File: config.mk
export PLATFORM = sky130hd
export DESIGN_NAME = resource_element_mapper_flat
export DESIGN_NICKNAME = d
export VERILOG_FILES = /design/src/design/rem_pkg.sv /design/src/design/rem_intf.sv /design/src/design/rem_walker.sv /design/src/design/resource_element_mapper.sv /design/src/flat_wrapper.sv
export SDC_FILE = /design/constraint.sdc
export NUM_CORES = 1
export LEC_CHECK = 0
export ABC_AREA = 1
export BUFFER_PORTS_ARGS = -buffer_cell sky130_fd_sc_hd__buf_4
export CORE_MARGIN = 3
export CORE_UTILIZATION = 40
export CTS_BUF_LIST = sky130_fd_sc_hd__clkbuf_16
export DETAILED_ROUTE_END_ITERATION = 10
export PLACE_DENSITY = 0.74
export SKIP_LAST_GASP = 1
export SYNTH_ARGS = -nofsm -noshare
export SYNTH_HDL_FRONTEND = slang
export SYNTH_SLANG_ARGS = --single-unit
File: constraint.sdc
create_clock -name clk_i -period 14.1 [get_ports clk_i]
set_clock_uncertainty 0.2 [all_clocks]
set_input_delay 0.705 -clock clk_i [delete_from_list [all_inputs] [get_ports clk_i]]
set_output_delay 0.705 -clock clk_i [all_outputs]
set_load 0.01 [all_outputs]
File: src/design/rem_pkg.sv
`timescale 1ns / 1ps
// Shared types and constants of the resource element mapper.
// No dependencies; every other design file imports this package.
package rem_pkg;

  localparam int unsigned IO_LANES        = 4;
  localparam int unsigned MAX_LANES       = 4;
  localparam int unsigned TONES_PER_BLOCK = 12;

  localparam int unsigned SYM_W   = 4;
  localparam int unsigned BLK_W   = 9;
  localparam int unsigned TONE_W  = $clog2(TONES_PER_BLOCK);
  localparam int unsigned SC_W    = 12;
  localparam int unsigned SCX_W   = BLK_W + TONE_W;
  localparam int unsigned ANT_W   = 3;
  localparam int unsigned SAMP_W  = 16;
  localparam int unsigned CIDX_W  = 3;
  localparam int unsigned CDATA_W = 12;

  // Lane limit of this build: the smaller of the port lanes and MAX_LANES.
  localparam int unsigned LANE_LIMIT = (MAX_LANES < IO_LANES) ? MAX_LANES : IO_LANES;

  typedef enum logic [CIDX_W-1:0] {
    REG_BLOCK_START      = 3'd0,
    REG_BLOCK_COUNT      = 3'd1,
    REG_SYMBOL_START     = 3'd2,
    REG_SYMBOL_COUNT     = 3'd3,
    REG_GRID_SYMBOLS     = 3'd4,
    REG_GRID_SUBCARRIERS = 3'd5,
    REG_ANTENNA_COUNT    = 3'd6,
    REG_COLUMN_COUNT     = 3'd7
  } rem_reg_e;

  typedef struct packed {
    logic [BLK_W-1:0] block_start;
    logic [BLK_W-1:0] block_count;
    logic [SYM_W-1:0] symbol_start;
    logic [SYM_W-1:0] symbol_count;
    logic [SYM_W-1:0] grid_symbols;
    logic [SC_W-1:0]  grid_subcarriers;
    logic [ANT_W-1:0] antenna_count;
    logic [ANT_W-1:0] column_count;
  } rem_cfg_t;

  typedef struct packed {
    logic [CIDX_W-1:0]  index;
    logic [CDATA_W-1:0] value;
  } rem_cfg_wr_t;

  typedef struct packed {
    logic                     last_row;
    logic signed [SAMP_W-1:0] lane0_re;
    logic signed [SAMP_W-1:0] lane0_im;
    logic signed [SAMP_W-1:0] lane1_re;
    logic signed [SAMP_W-1:0] lane1_im;
    logic signed [SAMP_W-1:0] lane2_re;
    logic signed [SAMP_W-1:0] lane2_im;
    logic signed [SAMP_W-1:0] lane3_re;
    logic signed [SAMP_W-1:0] lane3_im;
  } rem_row_t;

  typedef struct packed {
    logic [SYM_W-1:0]         symbol_index;
    logic [SC_W-1:0]          subcarrier_index;
    logic [IO_LANES-1:0]      lane_enable;
    logic signed [SAMP_W-1:0] out0_re;
    logic signed [SAMP_W-1:0] out0_im;
    logic signed [SAMP_W-1:0] out1_re;
    logic signed [SAMP_W-1:0] out1_im;
    logic signed [SAMP_W-1:0] out2_re;
    logic signed [SAMP_W-1:0] out2_im;
    logic signed [SAMP_W-1:0] out3_re;
    logic signed [SAMP_W-1:0] out3_im;
    logic                     final_write;
  } rem_wr_t;

  // Position handed from the walker to the write stage.
  typedef struct packed {
    logic             valid;
    logic [SYM_W-1:0] symbol;
    logic [SC_W-1:0]  subcarrier;
    logic             final_write;
  } rem_pos_t;

  // Subcarrier of a block and tone: block * TONES_PER_BLOCK + tone.
  function automatic logic [SCX_W-1:0] rem_subcarrier(input logic [BLK_W-1:0] blk,
                                                       input logic [TONE_W-1:0] tone);
    return SCX_W'(blk) * SCX_W'(TONES_PER_BLOCK) + SCX_W'(tone);
  endfunction

endpackage

File: src/design/rem_intf.sv
`timescale 1ns / 1ps
// Valid/ready channel interfaces of the resource element mapper.
// Depends on rem_pkg for the payload types.
interface rem_row_if import rem_pkg::*; ();
  logic     valid;
  logic     ready;
  rem_row_t data;
  modport source (output valid, output data, input ready);
  modport sink (input valid, input data, output ready);
endinterface

interface rem_wr_if import rem_pkg::*; ();
  logic    valid;
  logic    ready;
  rem_wr_t data;
  modport source (output valid, output data, input ready);
  modport sink (input valid, input data, output ready);
endinterface

interface rem_cfg_if import rem_pkg::*; ();
  logic        valid;
  logic        ready;
  rem_cfg_wr_t data;
  modport source (output valid, output data, input ready);
  modport sink (input valid, input data, output ready);
endinterface

File: src/design/rem_walker.sv
`timescale 1ns / 1ps
// Allocation walker: tracks symbol, block and tone and skips past the grid edge.
// Depends on rem_pkg.
module rem_walker import rem_pkg::*; (
  input  logic     clk_i,
  input  logic     rst_ni,
  input  rem_cfg_t cfg_i,
  input  logic     reload_i,
  input  logic     step_i,
  input  logic     last_i,
  output rem_pos_t pos_o
);

  // The stored position is always settled. start_q means the walk sits at
  // the allocation start, which is worked out from the live registers.
  logic              start_q;
  logic              exh_q;
  logic [SYM_W-1:0]  sym_q, sym_d;
  logic [BLK_W-1:0]  blk_q, blk_d;
  logic [TONE_W-1:0] tone_q, tone_d;
  logic              exh_d;

  logic              row_empty, start_ok;
  logic [SYM_W-1:0]  eff_sym, sym_inc;
  logic [BLK_W-1:0]  eff_blk, blk_n;
  logic [TONE_W-1:0] eff_tone, tone_n;
  logic              eff_exh, pos_ok;
  logic [SCX_W-1:0]  eff_sc;

  function automatic logic sym_out(input logic [SYM_W-1:0] s, input rem_cfg_t c);
    logic [SYM_W:0] sym_end;
    sym_end = (SYM_W+1)'(c.symbol_start) + (SYM_W+1)'(c.symbol_count);
    return ((SYM_W+1)'(s) >= sym_end) || (s >= c.grid_symbols);
  endfunction

  always_comb begin
    row_empty = (cfg_i.block_count == '0) ||
                (rem_subcarrier(cfg_i.block_start, '0) >= SCX_W'(cfg_i.grid_subcarriers));
    start_ok  = !row_empty && !sym_out(cfg_i.symbol_start, cfg_i);
    if (start_q) begin
      eff_sym  = cfg_i.symbol_start;
      eff_blk  = cfg_i.block_start;
      eff_tone = '0;
      eff_exh  = !start_ok;
    end else begin
      eff_sym  = sym_q;
      eff_blk  = blk_q;
      eff_tone = tone_q;
      eff_exh  = exh_q;
    end
    eff_sc = rem_subcarrier(eff_blk, eff_tone);
  end

  // Advance by one tone, then settle. The current row is known to be non-empty,
  // so running off its end moves to the next symbol or ends the allocation.
  always_comb begin
    if (eff_tone == TONE_W'(TONES_PER_BLOCK - 1)) begin
      tone_n = '0;
      blk_n  = eff_blk + BLK_W'(1);
    end else begin
      tone_n = eff_tone + TONE_W'(1);
      blk_n  = eff_blk;
    end
    pos_ok  = ((BLK_W+1)'(blk_n) <
               (BLK_W+1)'(cfg_i.block_start) + (BLK_W+1)'(cfg_i.block_count)) &&
              (rem_subcarrier(blk_n, tone_n) < SCX_W'(cfg_i.grid_subcarriers));
    sym_inc = eff_sym + SYM_W'(1);
    sym_d   = eff_sym;
    blk_d   = blk_n;
    tone_d  = tone_n;
    exh_d   = 1'b0;
    if (!pos_ok) begin
      sym_d  = sym_inc;
      blk_d  = cfg_i.block_start;
      tone_d = '0;
      exh_d  = sym_out(sym_inc, cfg_i);
    end
  end

  always_comb begin
    pos_o.valid       = !eff_exh;
    pos_o.symbol      = eff_sym;
    pos_o.subcarrier  = eff_sc[SC_W-1:0];
    pos_o.final_write = last_i || exh_d;
  end

  always_ff @(posedge clk_i or negedge rst_ni) begin
    if (!rst_ni) begin
      start_q <= 1'b1;
      exh_q   <= 1'b0;
    end else if (reload_i) begin
      start_q <= 1'b1;
    end else if (step_i) begin
      if (last_i) begin
        start_q <= 1'b1;
      end else if (!eff_exh) begin
        start_q <= 1'b0;
        exh_q   <= exh_d;
      end
    end
  end

  always_ff @(posedge clk_i) begin
    if (step_i && !reload_i && !last_i && !eff_exh) begin
      sym_q  <= sym_d;
      blk_q  <= blk_d;
      tone_q <= tone_d;
    end
  end

  a_settled_in_grid: assert property (@(posedge clk_i) disable iff (!rst_ni)
    !start_q && !exh_q |-> (eff_sc < SCX_W'(cfg_i.grid_subcarriers)) &&
                           (sym_q < cfg_i.grid_symbols))
    else $error("settled position lies outside the grid");

  a_last_restarts: assert property (@(posedge clk_i) disable iff (!rst_ni)
    step_i && last_i |=> start_q)
    else $error("last row did not return the walk to the allocation start");

  a_start_blocks: assert property (@(posedge clk_i) disable iff (!rst_ni)
    start_q && !start_ok |-> !pos_o.valid)
    else $error("empty allocation produced a write");

endmodule

File: src/design/resource_element_mapper.sv
`timescale 1ns / 1ps
// Top level of the resource element mapper: configuration registers, walker
// and registered grid-write output. Depends on rem_pkg, rem_intf and rem_walker.
//
//   Port     Dir   Payload        Purpose
//   row_i    in    rem_row_t      precoded row, up to four antenna samples
//   wr_o     out   rem_wr_t       grid write: position, samples, lane enables
//   cfg_i    in    rem_cfg_wr_t   register write: index and value
//
// Each accepted row is mapped combinationally; the write appears on wr_o in the
// cycle after the transfer, and a new row is taken every cycle while wr_o is not stalled.
// The only feedback loop is the position update in rem_walker.
// Reset sets the configuration registers to their defaults, clears the output valid and puts the walk at the start.
// A stall on wr_o holds the output register and drops row_i.ready only while
// a write is pending; the configuration port never stalls.
module resource_element_mapper import rem_pkg::*; (
  input  logic      clk_i,
  input  logic      rst_ni,
  rem_row_if.sink   row_i,
  rem_wr_if.source  wr_o,
  rem_cfg_if.sink   cfg_i
);

  rem_cfg_t            cfg_q;
  rem_pos_t            pos;
  rem_wr_t             wr_q, wr_d;
  logic                wr_valid_q;
  logic                row_xfer, cfg_xfer;
  logic [ANT_W-1:0]    lanes;
  logic [IO_LANES-1:0] lane_mask;

  assign cfg_i.ready = 1'b1;
  assign cfg_xfer    = cfg_i.valid && cfg_i.ready;

  // The output register frees up when its write is taken, so a row can be
  // accepted in the same cycle that the previous write leaves.
  assign row_i.ready = !wr_valid_q || wr_o.ready;
  assign row_xfer    = row_i.valid && row_i.ready;

  // Register writes are truncated to each register's width. Any write,
  // including one to an unused index, sends the walk back to the start.
  always_ff @(posedge clk_i or negedge rst_ni) begin
    if (!rst_ni) begin
      cfg_q.block_start      <= '0;
      cfg_q.block_count      <= BLK_W'(1);
      cfg_q.symbol_start     <= '0;
      cfg_q.symbol_count     <= SYM_W'(14);
      cfg_q.grid_symbols     <= SYM_W'(14);
      cfg_q.grid_subcarriers <= SC_W'(3300);
      cfg_q.antenna_count    <= ANT_W'(4);
      cfg_q.column_count     <= ANT_W'(4);
    end else if (cfg_xfer) begin
      case (cfg_i.data.index)
        REG_BLOCK_START:      cfg_q.block_start      <= cfg_i.data.value[BLK_W-1:0];
        REG_BLOCK_COUNT:      cfg_q.block_count      <= cfg_i.data.value[BLK_W-1:0];
        REG_SYMBOL_START:     cfg_q.symbol_start     <= cfg_i.data.value[SYM_W-1:0];
        REG_SYMBOL_COUNT:     cfg_q.symbol_count     <= cfg_i.data.value[SYM_W-1:0];
        REG_GRID_SYMBOLS:     cfg_q.grid_symbols     <= cfg_i.data.value[SYM_W-1:0];
        REG_GRID_SUBCARRIERS: cfg_q.grid_subcarriers <= cfg_i.data.value[SC_W-1:0];
        REG_ANTENNA_COUNT:    cfg_q.antenna_count    <= cfg_i.data.value[ANT_W-1:0];
        REG_COLUMN_COUNT:     cfg_q.column_count     <= cfg_i.data.value[ANT_W-1:0];
        default: ;
      endcase
    end
  end

  rem_walker u_walker (
    .clk_i    (clk_i),
    .rst_ni   (rst_ni),
    .cfg_i    (cfg_q),
    .reload_i (cfg_xfer),
    .step_i   (row_xfer),
    .last_i   (row_i.data.last_row),
    .pos_o    (pos)
  );

  // Active lanes: the smaller of the antenna and column counts, clipped to the
  // lanes this build carries. A zero count writes with every lane disabled.
  always_comb begin
    lanes = (cfg_q.antenna_count < cfg_q.column_count) ? cfg_q.antenna_count
                                                        : cfg_q.column_count;
    if (lanes > ANT_W'(LANE_LIMIT)) begin
      lanes = ANT_W'(LANE_LIMIT);
    end
    for (int k = 0; k < IO_LANES; k++) begin
      lane_mask[k] = (ANT_W'(k) < lanes);
    end
  end

  // Disabled lanes carry zero samples.
  always_comb begin
    wr_d.symbol_index     = pos.symbol;
    wr_d.subcarrier_index = pos.subcarrier;
    wr_d.lane_enable      = lane_mask;
    wr_d.out0_re          = lane_mask[0] ? row_i.data.lane0_re : '0;
    wr_d.out0_im          = lane_mask[0] ? row_i.data.lane0_im : '0;
    wr_d.out1_re          = lane_mask[1] ? row_i.data.lane1_re : '0;
    wr_d.out1_im          = lane_mask[1] ? row_i.data.lane1_im : '0;
    wr_d.out2_re          = lane_mask[2] ? row_i.data.lane2_re : '0;
    wr_d.out2_im          = lane_mask[2] ? row_i.data.lane2_im : '0;
    wr_d.out3_re          = lane_mask[3] ? row_i.data.lane3_re : '0;
    wr_d.out3_im          = lane_mask[3] ? row_i.data.lane3_im : '0;
    wr_d.final_write      = pos.final_write;
  end

  // Output register. A row that falls outside the allocation produces no write.
  always_ff @(posedge clk_i or negedge rst_ni) begin
    if (!rst_ni) begin
      wr_valid_q <= 1'b0;
    end else if (row_i.ready) begin
      wr_valid_q <= row_xfer && pos.valid;
    end
  end

  always_ff @(posedge clk_i) begin
    if (row_xfer && pos.valid) begin
      wr_q <= wr_d;
    end
  end

  assign wr_o.valid = wr_valid_q;
  assign wr_o.data  = wr_q;

  a_write_follows_row: assert property (@(posedge clk_i) disable iff (!rst_ni)
    row_xfer && pos.valid |=> wr_valid_q)
    else $error("mapped row did not produce a write");

  a_no_write_when_done: assert property (@(posedge clk_i) disable iff (!rst_ni)
    row_xfer && !pos.valid && (!wr_valid_q || wr_o.ready) |=> !wr_valid_q)
    else $error("write produced after the allocation ended");

  a_lane_enable_mask: assert property (@(posedge clk_i) disable iff (!rst_ni)
    wr_valid_q |-> ((wr_q.lane_enable[0] || (wr_q.out0_re == '0 && wr_q.out0_im == '0)) &&
                    (wr_q.lane_enable[3] || (wr_q.out3_re == '0 && wr_q.out3_im == '0))))
    else $error("disabled lane carries a sample");

endmodule
File: src/flat_wrapper.sv
// flat-port wrapper written by rule: the top's interface ports become plain ports
module resource_element_mapper_flat import rem_pkg::*;
  (clk_i, rst_ni, row_i_valid, row_i_data, row_i_ready, wr_o_valid, wr_o_data, wr_o_ready, cfg_i_valid, cfg_i_data, cfg_i_ready);
  rem_row_if row_i_i ();
  rem_wr_if wr_o_i ();
  rem_cfg_if cfg_i_i ();
  input  logic clk_i;
  input  logic rst_ni;
  input wire logic [$bits(row_i_i.valid)-1:0] row_i_valid;
  input wire logic [$bits(row_i_i.data)-1:0] row_i_data;
  output wire logic [$bits(row_i_i.ready)-1:0] row_i_ready;
  output wire logic [$bits(wr_o_i.valid)-1:0] wr_o_valid;
  output wire logic [$bits(wr_o_i.data)-1:0] wr_o_data;
  input wire logic [$bits(wr_o_i.ready)-1:0] wr_o_ready;
  input wire logic [$bits(cfg_i_i.valid)-1:0] cfg_i_valid;
  input wire logic [$bits(cfg_i_i.data)-1:0] cfg_i_data;
  output wire logic [$bits(cfg_i_i.ready)-1:0] cfg_i_ready;
  assign row_i_i.valid = row_i_valid;
  assign row_i_i.data = row_i_data;
  assign row_i_ready = row_i_i.ready;
  assign wr_o_valid = wr_o_i.valid;
  assign wr_o_data = wr_o_i.data;
  assign wr_o_i.ready = wr_o_ready;
  assign cfg_i_i.valid = cfg_i_valid;
  assign cfg_i_i.data = cfg_i_data;
  assign cfg_i_ready = cfg_i_i.ready;
  resource_element_mapper u_core (.clk_i(clk_i), .rst_ni(rst_ni), .row_i(row_i_i), .wr_o(wr_o_i), .cfg_i(cfg_i_i));
endmodule
==> After elaboration in Yosys (flattened, before gate mapping) <==
Cells that the tools add are included.
{ "word_totals": {"register_bits": 217, "latch_bits": 0, "ram_bits": 0, "mem_bits_ro": 0, "input_bits": 149, "output_inout_bits": 152, "wordCells": 108, "mem_count": 0} }
{ "classes": {"n_addsub": 7, "n_mul": 3, "n_div": 0, "order_cmp": 13, "eq_ne": 9, "shifts": 0, "muxes": 15, "bitwise_logic": 3, "reduce_logical": 32} }
{ "op_table": {"columns": ["operator", "n"], "rows": [
  ["9-bit two-way mux", 3],
  ["9-bit by 2-bit multiplier with 11-bit output, second input constant", 2],
  ["2-bit AND reduction", 9],
  ["4-bit two-way mux", 4],
  ["13-bit by 4-bit adder with 13-bit output", 1],
  ["13-bit by 12-bit >= comparator with 1-bit output", 1],
  ["13-bit by 12-bit < comparator with 1-bit output", 1],
  ["12-bit by 4-bit adder with 12-bit output", 1],
  ["3-bit equality test, second input constant", 4],
  ["9-bit by 9-bit adder with 10-bit output", 1],
  ["4-bit by 5-bit >= comparator with 1-bit output", 2],
  ["9-bit by 10-bit < comparator with 1-bit output", 1],
  ["9-bit by 2-bit multiplier with 10-bit output, second input constant", 1],
  ["9-bit by 1-bit adder with 9-bit output, second input constant", 1],
  ["9-bit logical NOT", 1],
  ["4-bit by 1-bit adder with 4-bit output, second input constant", 2],
  ["4-bit >= comparator", 2],
  ["1-bit logical AND", 7],
  ["1-bit logical NOT", 7],
  ["3-bit by 2-bit equality test with 1-bit output, second input constant", 2],
  ["1-bit by 3-bit < comparator with 1-bit output, first input constant", 2],
  ["2-bit by 3-bit < comparator with 1-bit output, first input constant", 2],
  ["1-bit two-way mux", 6],
  ["3-bit two-way mux", 2],
  ["other kinds (11)", 17]
]} }

==> Logic depth before layout (Yosys ltp) <==
Gate-level depths: netlist of the first run.
{ "logic_depth": {"ltp_word": 11, "ltp_mapped": 33, "mapped_depth_nobuf": 31} }

==> By module <==
From an unflattened synthesis of the first run, not the netlist that was laid out.
{ "unflattened": {"hier_cells": 1249, "area_unflattened_um2": 12102.9} }
{ "modules_own_cells": {"columns": ["module", "n_inst", "cells_per_inst", "area_each_um2", "seq_area_each_um2"], "rows": [
  ["resource_element_mapper", 1, 626, 7541.0, 5719.2],
  ["rem_walker", 1, 623, 4561.9, 561.8]
]} }

==> Least setup slack after synthesis of the first run <==
OpenSTA, ideal clock, no wires.
{ "synth_path": {"kind": "reg2reg", "start": "register u_core.cfg_q[40] (netlist bit)", "end": "register u_core.wr_q (netlist bit u_core.wr_o.data[0]) (enable)", "setup_ns": 0.502, "arrival_time_ns": 5.837, "required_ns": 13.398, "setup_slack_ns": 7.561, "path_stages_with_launch": 19, "path_buffers": 0, "synth_period_minus_slack_ns": 6.539, "path_cell_list": "dfrtp_1 -> ha_1 -> fa_1 -> a21oi_1 -> o21ai_0 -> a21oi_1 -> o21ai_0 -> nand2_1 -> nand2_1 -> a21oi_1 -> xor2_1 -> ha_1 -> nor4_1 -> nand3_1 -> a211oi_1 -> nand2_1 -> o21ai_0 -> nand2_1 -> inv_1"} }
{ "synth_via": {"elab_chain_cells": 9} }
{ "synth_rtl": {"columns": ["item", "line_no", "text"], "rows": [
  ["from (decl)", "resource_element_mapper.sv:24", "rem_cfg_t cfg_q;"],
  ["9-bit by 2-bit multiplier with 11-bit output", "rem_pkg.sv:88", "return SCX_W'(blk) * SCX_W'(TONES_PER_BLOCK) + SCX_W'(tone);"],
  ["13-bit by 12-bit >= comparator with 1-bit output", "rem_walker.sv:38", "(rem_subcarrier(cfg_i.block_start, '0) >= SCX_W'(cfg_i.grid_subcarriers));"],
  ["1-bit logical OR", "rem_walker.sv:37", "row_empty = (cfg_i.block_count == '0) ||"],
  ["1-bit logical NOT", "rem_walker.sv:39", "start_ok = !row_empty && !sym_out(cfg_i.symbol_start, cfg_i);"],
  ["1-bit logical AND", "rem_walker.sv:39", null],
  ["1-bit logical NOT", "rem_walker.sv:44", "eff_exh = !start_ok;"],
  ["1-bit two-way mux", "rem_walker.sv:40", "if (start_q) begin"],
  ["1-bit logical NOT", "rem_walker.sv:81", "pos_o.valid = !eff_exh;"],
  ["1-bit logical AND", "resource_element_mapper.sv:116", "if (row_xfer && pos.valid) begin"],
  ["to (signal assigned)", "resource_element_mapper.sv:117", "wr_q <= wr_d;"],
  ["to (decl)", "resource_element_mapper.sv:26", "rem_wr_t wr_q, wr_d;"]
]} }
Every way passes these cells.
A chain may end at the register's enable or synchronous reset.

==> Worst setup path after layout of the first run <==
{ "layout_path": {"start": "register u_core.u_walker.start_q", "end": "register u_core.u_walker.sym_q[3] (data pin)"} }
{ "layout_via": {"elab_chain_cells": 8, "word_cells_on_any_way": 15, "cone_classes": "add/sub: 4; mul: 1; order compare: 2; eq/ne: 1; mux: 6; reduce/logical: 1"} }
{ "layout_rtl": {"columns": ["item", "line_no", "text"], "rows": [
  ["from (decl)", "rem_walker.sv:16", "logic start_q;"],
  ["from (signal assigned)", "rem_walker.sv:89", "start_q <= 1'b1;"],
  ["from (signal assigned)", "rem_walker.sv:92", "start_q <= 1'b1;"],
  ["from (signal assigned)", "rem_walker.sv:95", "start_q <= 1'b1;"],
  ["9-bit two-way mux / 4-bit two-way mux (equally long branches)", "rem_walker.sv:40", null],
  ["9-bit by 1-bit adder with 9-bit output / 4-bit equality test (equally long branches)", "rem_walker.sv:59, rem_walker.sv:57", null],
  ["9-bit two-way mux", "rem_walker.sv:57", "if (eff_tone == TONE_W'(TONES_PER_BLOCK - 1)) begin"],
  ["9-bit by 2-bit multiplier with 11-bit output", "rem_pkg.sv:88", null],
  ["13-bit by 4-bit adder with 13-bit output", "rem_pkg.sv:88", null],
  ["13-bit by 12-bit < comparator with 1-bit output", "rem_walker.sv:66", "(rem_subcarrier(blk_n, tone_n) < SCX_W'(cfg_i.grid_subcarriers));"],
  ["1-bit logical AND", "rem_walker.sv:65", "(BLK_W+1)'(cfg_i.block_start) + (BLK_W+1)'(cfg_i.block_count)) &&"],
  ["4-bit two-way mux *", "rem_walker.sv:72", "if (!pos_ok) begin"],
  ["net u_core.u_walker.sym_d[3]", "rem_walker.sv:18", "logic [SYM_W-1:0] sym_q, sym_d;"],
  ["to (signal assigned)", "rem_walker.sv:105", "sym_q <= sym_d;"],
  ["to (decl)", "rem_walker.sv:18", null]
]} }
Mark *: on every way through the listed nets, which the timed path passes. The rest lies on a longest branch.

==> results.md, run 1 <==
* Worst path top cell family by delay: simple AND/OR/NAND/NOR gates
* Top cell by count, worst path: nand2_1
* DR DRC count at 0
* Slowest stage delay, CP at 0.83 ns
* Final setup violation count at 0
* Final HPWL DP at 26.9 mm
* R2R Path Start: u_core.u_walker.start_q
* Via/cell ratio at 4.83
* Final worst-path cycle share at 40.3%
* Mean post-synth cell area at 9.54 um^2
* Commonest non-fill, non-tap cell in the layout: buf_4
* Layout cells sized above 1 at 24.9%
* Max clock buf depth at 3
* H-tree levels at 1
* Clock Root Buffer: clkbuf_16
* Final ANT Viol Nets at 0
* Die Span Y at 179 um
* P per Cell Area at 209 nW/um^2
* Unrepaired setup endpoints after global routing: no
* WL final at 34.3 mm
* Worst EP arrival at 5.75 ns
* Count of final hold-check violations at 0
* CP max stage cell: dfstp_2
* Max_cap viols at 0
* CTS clk-pin slew, worst paths at 0.06 ns
* DR iter-0 viols at 794
* Sequential cell area at 6280 um^2
* Commonest non-fill, non-tap cells in the layout: buf_4 (302), inv_1 (258), nand2_1 (227), edfxtp_1 (166), nor2_1 (136)
* Largest net degree at the start of global routing at 103
* Hold_ws at 0.0155 ns
* I/O pins at 301
* Cells after Synth at 1,249
* Post-route minimum period at 5.69 ns
* Number of nets in the layout at 1,807
* Post-CTS setup buffer count at 0
* Post-synth EDFFs at 166
* Overall power at 3.20 mW
* First-pass GRT wire length at 50.3 mm
* Post-synthesis sequential area ratio at 52.7%
* WP buf/inv at 2
* Area grow syn2layout at 28.7%
* Pre-antenna DRT Iters at 7
* Syn Nets at 1,500
* GRT Total Usage at 20.3%
* Worst setup EP type: flip-flop
* Outcome: completed
* Static leakage at 7.66 nW
* Yosys warning total at 0
* WL/cell at 17.5 um
* Unique cell type count in the Yosys netlist at 46
* CTS sink count at 217
* Worst-skew pair later-pin latency at 0.52 ns
* Post-Route Setup TNS at 0 ns
* Crit path launch type: flip-flop
* Critical path depth at 25
* Max VDD drop at 0.102 mV
* Critical path fanouts, max at 26
* Core Box Area at 29,000 um^2
* Via Count at 9,468
* Worst slew margin at 27.6%
* Type of the worst min-delay path: in -> async
* Critical path type: reg -> reg
* Number of CTS-inserted buffers at 25
* CTS tree: built
* Remaining global-route overflow at 0
* Worst path required time at 14.17 ns
* Capture point of the worst reg-to-reg path: u_core.u_walker.sym_q[3]
* PortBufs at 299
* R2R Setup Slk at 8.41 ns
* PostCTS Resize Cnt at 0
* Starting Density at 41.1%
* Antenna cells at 0
* FF+latch count, synth at 217
* GP Congestion at 0.913
* Die area at 31,900 um^2
* Area of the multi-input gates at 4570 um^2
* F_max at 176 MHz
* # hold bufs at CTS at 0
* Row Count at 62
* End of the critical path: u_core.u_walker.sym_q[3]
* Antenna violations before repair at 0
* Vias in the first global route at 9,129
* Worst slew pin tran at 1.08 ns
* Cell Area, Synth at 11,900 um^2
* Worst R2R Path Depth at 25
* Critical path origin: u_core.u_walker.start_q
* Ys flop type: edfxtp_1
* Ys async rst share at 23.5%
* Fillers at 2,592
* Die Wd at 179 um
* Final Max Tran Viols at 0
==> routing by layer <==
layer | GRT usage, % | vias to the layer above | part of all wire, %
met2 | 35.6 | 372 | 49
li1 | - | 4627 | -
met1 | 24.1 | 4400 | 38
met3 | 4.49 | 69 | 8.1
met4 | 8.47 | 0 | 4.4
met5 | 0 | - | 0
==> state kept, by name (all words and copies together), names as in the netlist <==
name	flops
u_core.u_walker.tone_q	4
u_core.u_walker.sym_q	4
u_core.cfg_q	48
u_core.wr_o.valid	1
u_core.u_walker.exh_q	1
u_core.u_walker.start_q	1
u_core.u_walker.blk_q	9
u_core.wr_o.data	149
==> worst min-delay path by stage <==
stage / start / to
floorplan: rst_ni / u_core.cfg_q[0]
global placement: u_core.cfg_q[9] / u_core.cfg_q[9]
detailed placement: u_core.cfg_q[9] / u_core.cfg_q[9]
CTS: rst_ni / u_core.cfg_q[46]
global route: rst_ni / u_core.cfg_q[46]
finish: rst_ni / u_core.cfg_q[9]
==> power breakdown <==
part | internal (mW) | switching, mW | leakage, nW
clock | 0.358 | 0.257 | 0.408
combinational | 0.566 | 0.943 | 5.10
sequential | 0.985 | 0.0896 | 2.16
==> cells in the mapped netlist, types with 2 or more instances <==
master	count	area share [%]
a21boi_0	3	0.19
a21o_1	2	0.13
a21oi_1	36	1.5
a31oi_1	4	0.21
buf_6	3	0.28
clkbuf_1	17	0.54
dfrtp_1	35	7.3
dfstp_2	16	3.5
edfxtp_1	166	42
fa_1	7	1.2
ha_1	95	10
inv_1	252	7.9
inv_2	3	0.094
nand2_1	227	7.1
nand2_2	11	0.58
nand2_4	3	0.28
nand3_1	35	1.5
nand3_2	5	0.42
nand3b_1	4	0.25
nand4_1	6	0.31
nor2_1	136	4.3
nor2_2	2	0.10
nor2_4	3	0.28
nor3_1	12	0.50
nor4_1	4	0.21
o211ai_1	5	0.31
o21a_1	6	0.38
o21ai_0	70	2.9
o21ai_1	5	0.21
o21ai_2	7	0.51
o21bai_1	4	0.25
or2_2	2	0.10
or3_1	2	0.10
xnor2_1	13	0.96
xor2_1	37	2.7
==> stage by stage <==
step	area (um^2)	instances	utilization [%]	worst slack (ns)
6_report	15300	1959	52.9	8.41
3_5_place_dp	14600	1913	50.2	8.46
5_1_grt	15300	1959	52.9	7.92
4_1_cts	15300	1959	52.9	8.44
2_1_floorplan	11900	1249	-	7.56
3_3_place_gp	14600	1913	50.2	8.57
==> cells by family (layout without fill, tap and decap cells) <==
logic type      Yosys count  in the layout  synth area share [%]
fa+ha+maj               102            102                  11.1
flops                   217            217                  52.7
buf+inv                 277            603                  8.95
xor+xnor                 51             51                  3.81
compound gates          146            146                  6.92
other cells               1              1                0.0315
simple gates            455            455                  16.4
==> area by class of cell <==
type	count	area share (%)
multi-input cells	755	29.8
inverters	255	6.27
flip-flops and latches	217	40.9
well taps	384	3.13
repair buffers	302	14.8
clock buffers	25	4.08
clock inverters	21	0.979
Note: power is estimated with default switching activity, not from simulation.
==> inputs of run 2 (changes only) <==
--- a/config.mk
+++ b/config.mk
@@ -11,7 +11,7 @@
 export CORE_UTILIZATION = 40
 export CTS_BUF_LIST = sky130_fd_sc_hd__clkbuf_16
 export DETAILED_ROUTE_END_ITERATION = 10
-export PLACE_DENSITY = 0.74
+export PLACE_DENSITY = 0.76
 export SKIP_LAST_GASP = 1
 export SYNTH_ARGS = -nofsm -noshare
 export SYNTH_HDL_FRONTEND = slang
==> constraint.sdc (replaced) <==
create_clock -name clk_i -period 4.8 [get_ports clk_i]
set_clock_uncertainty 0.2 [all_clocks]
set_input_delay 0.24 -clock clk_i [delete_from_list [all_inputs] [get_ports clk_i]]
set_output_delay 0.24 -clock clk_i [all_outputs]
set_load 0.01 [all_outputs]
==> results.md, run 2 (same netlist as run 1, synthesis figures left out) <==
* Row Count at 62 (unchanged)
* Placed instance count at 1,951 (was 1,913)
* Die area at 31,900 um^2 (unchanged)
* Slowest stage delay, CP at 0.63 ns (was 0.83 ns)
* GRT Total Usage at 24.1% (was 20.3%)
* F_max at 211 MHz (was 176 MHz)
* WP buf/inv at 3 (was 2)
* Worst R2R Path Depth at 22 (was 25)
* WL final at 41.2 mm (was 34.3 mm)
* Clock Root Buffer: clkbuf_16 (unchanged)
* Post-Route Setup TNS at 0 ns (unchanged)
* WL/cell at 18.8 um (was 17.5 um)
* CTS clk-pin slew, worst paths at 0.06 ns (about the same)
* Outcome: completed (unchanged)
* Worst EP arrival at 4.79 ns (was 5.75 ns)
* Max clock buf depth at 3 (unchanged)
* P per Cell Area at 596 nW/um^2 (was 209 nW/um^2)
* Commonest non-fill, non-tap cells in the layout: buf_4 (357), inv_1 (254), nand2_1 (203), edfxtp_1 (166), dlygate4sd3_1 (154) (was buf_4 (302), inv_1 (258), nand2_1 (227), edfxtp_1 (166), nor2_1 (136))
* First-pass GRT wire length at 60.0 mm (was 50.3 mm)
* Static leakage at 8.74 nW (was 7.66 nW)
* DR DRC count at 0 (unchanged)
* Via/cell ratio at 4.94 (was 4.83)
* Pre-antenna DRT Iters at 7 (unchanged)
* Worst path required time at 4.86 ns (was 14.17 ns)
* Critical path depth at 22 (was 25)
* PortBufs at 299 (unchanged)
* Fillers at 2,122 (was 2,592)
* Layout cells sized above 1 at 29.9% (was 24.9%)
* Max_cap viols at 0 (unchanged)
* GP Congestion at 0.894 (was 0.913)
* CP max stage cell: dfstp_2 (unchanged)
* CP Cell Sequence: inv_2 > buf_6 > nand2_4 > nand2_4 > ha_4 > nor2_4 > a31oi_4 > ha_4 > fa_2 > o21ai_2 > or3_4 > or3_4 > nor3_4 > xor2_1 > ha_1 > nand2_1 > nand2_2 > nor2_4 > buf_12 > nand2_8 > nand2_4 > o21ai_2
* Final ANT Viol Nets at 0 (unchanged)
* Count of final hold-check violations at 0 (unchanged)
* CTS tree: built (unchanged)
* Type of the worst min-delay path: in -> reg (was in -> async)
* Antenna violations before repair at 2 (was 0)
* Top cell by count, worst path: nand2_4 (was nand2_1)
* CTS sink count at 217 (unchanged)
* Critical path type: reg -> reg (unchanged)
* Crit path launch type: flip-flop (unchanged)
* Die Wd at 179 um (unchanged)
* Max VDD drop at 0.325 mV (was 0.102 mV)
* Remaining global-route overflow at 0 (unchanged)
* Final setup violation count at 0 (unchanged)
* Starting Density at 41.1% (unchanged)
* Max reg flops at 149 (unchanged)
* Die Span Y at 179 um (unchanged)
* Final worst-path cycle share at 98.7% (was 40.3%)
* Finished Layout Cells at 2,186 (was 1,959)
* Setup WS pre-CTS at -0.0657 ns (was 8.46 ns)
* Final Max Tran Viols at 0 (unchanged)
* H-tree levels at 1 (unchanged)
* Cell depth of the worst hold path at 6
* Overall power at 10.8 mW (was 3.20 mW)
* Number of nets in the layout at 2,032 (was 1,807)
* Area grow syn2layout at 51.5% (was 28.7%)
* Final worst slack at 0.0602 ns (was 8.41 ns)
* I/O pins at 301 (unchanged)
* Via Count at 10,800 (was 9,468)
* Core Box Area at 29,000 um^2 (unchanged)
* Final HPWL DP at 27.3 mm (was 26.9 mm)
* Vias in the first global route at 10,800 (was 9,129)
* Unrepaired setup endpoints after global routing: yes (was no)
* Worst slew pin tran at 0.996 ns (was 1.08 ns)
* Worst setup EP type: flip-flop (unchanged)
* Critical path fanouts, max at 6 (was 26)
* Commonest non-fill, non-tap cell in the layout: buf_4 (unchanged)
* DR iter-0 viols at 844 (was 794)
* Worst slew margin at 33.6% (was 27.6%)
* Worst path top cell family by delay: simple AND/OR/NAND/NOR gates (unchanged)
* Largest net degree at the start of global routing at 52 (was 103)
* Worst-skew pair later-pin latency at 0.52 ns (about the same)
* Post-route minimum period at 4.74 ns (was 5.69 ns)
* Number of CTS-inserted buffers at 25 (unchanged)
[run 2: changes by cell type in the layout (fill, tap and decap cells not counted), sizes merged]
| cell | previous run | this run |
|---|---|---|
| buf | 302 | 370 |
| bufinv | 2 | 4 |
| clkinv | 10 | 7 |
| clkinvlp | 0 | 2 |
| diode | 0 | 2 |
| dlygate4sd3 | 0 | 154 |
| inv | 264 | 263 |
| nand2 | 242 | 245 |
[run 2: final cells by class]
cell class | instances | area, um^2 | share of cell area [%]
flip-flops and latches | 217 | 6280 | 34.8
multi-input cells | 758 | 5050 | 28.0
repair buffers | 524 | 4420 | 24.5
inverters | 255 | 968 | 5.36
clock buffers | 25 | 626 | 3.46
well taps | 384 | 480 | 2.66
clock inverters | 21 | 218 | 1.21
diodes | 2 | 5.00 | 0.0277
[run 2: report_power, final]
part           internal [mW]  total [mW]  switching, mW
Clock                   1.17        1.96          0.792
Combinational           2.35        5.66           3.31
Sequential              2.89        3.14          0.254
Total                   6.41        10.8           4.36
[run 2: worst paths after layout]
path / start / end / slack (ns)
max: u_core.u_walker.start_q / u_core.u_walker.sym_q[3] / 0.06
min: row_i_valid / u_core.u_walker.exh_q / 0.04
max reg2reg: u_core.u_walker.start_q / u_core.u_walker.sym_q[3] / 0.06
min reg2reg: u_core.cfg_q[7] / u_core.cfg_q[7] / 0.28
max in group asynchronous: rst_ni / u_core.cfg_q[41] / 3.83
min in group asynchronous: rst_ni / u_core.cfg_q[14] / 0.07
[run 2: repair_timing]
action | CTS | global route
gates cloned | 3 | 0
gates resized for setup | 6 | 83
setup buffers | 5 | 25
pin swaps | 6 | 26
endpoints found under the hold margin | 231 | 0
endpoints found under the setup margin | 17 | 92
hold buffers | 154 | 0
[run 2: tightest hold or removal path: stages]
cell	delay [ns]
buf_4	0.11
nand2_1	0.14
nor3_1	0.06
nand2_1	0.07
nand2_1	0.05
nand2_1	0.05
[run 2: stage by stage]
stage	cell area, um^2	util (%)	hold slack (ns)
after floorplan	12000	-	-0.256
after global placement	15000	51.7	0.102
after detailed placement	15000	51.7	0.110
after CTS	17500	60.3	0.0341
after global routing	18100	62.2	0.0806
final	18100	62.2	0.0408
[run 2: per-layer routing]
metal | global-route usage (%) | up-vias | part of all wire, %
met5 | 0 | - | 0
met4 | 11.9 | 0 | 5.4
met3 | 5.11 | 117 | 7.4
met2 | 42.2 | 473 | 50
met1 | 28.0 | 5153 | 38
li1 | - | 5066 | -
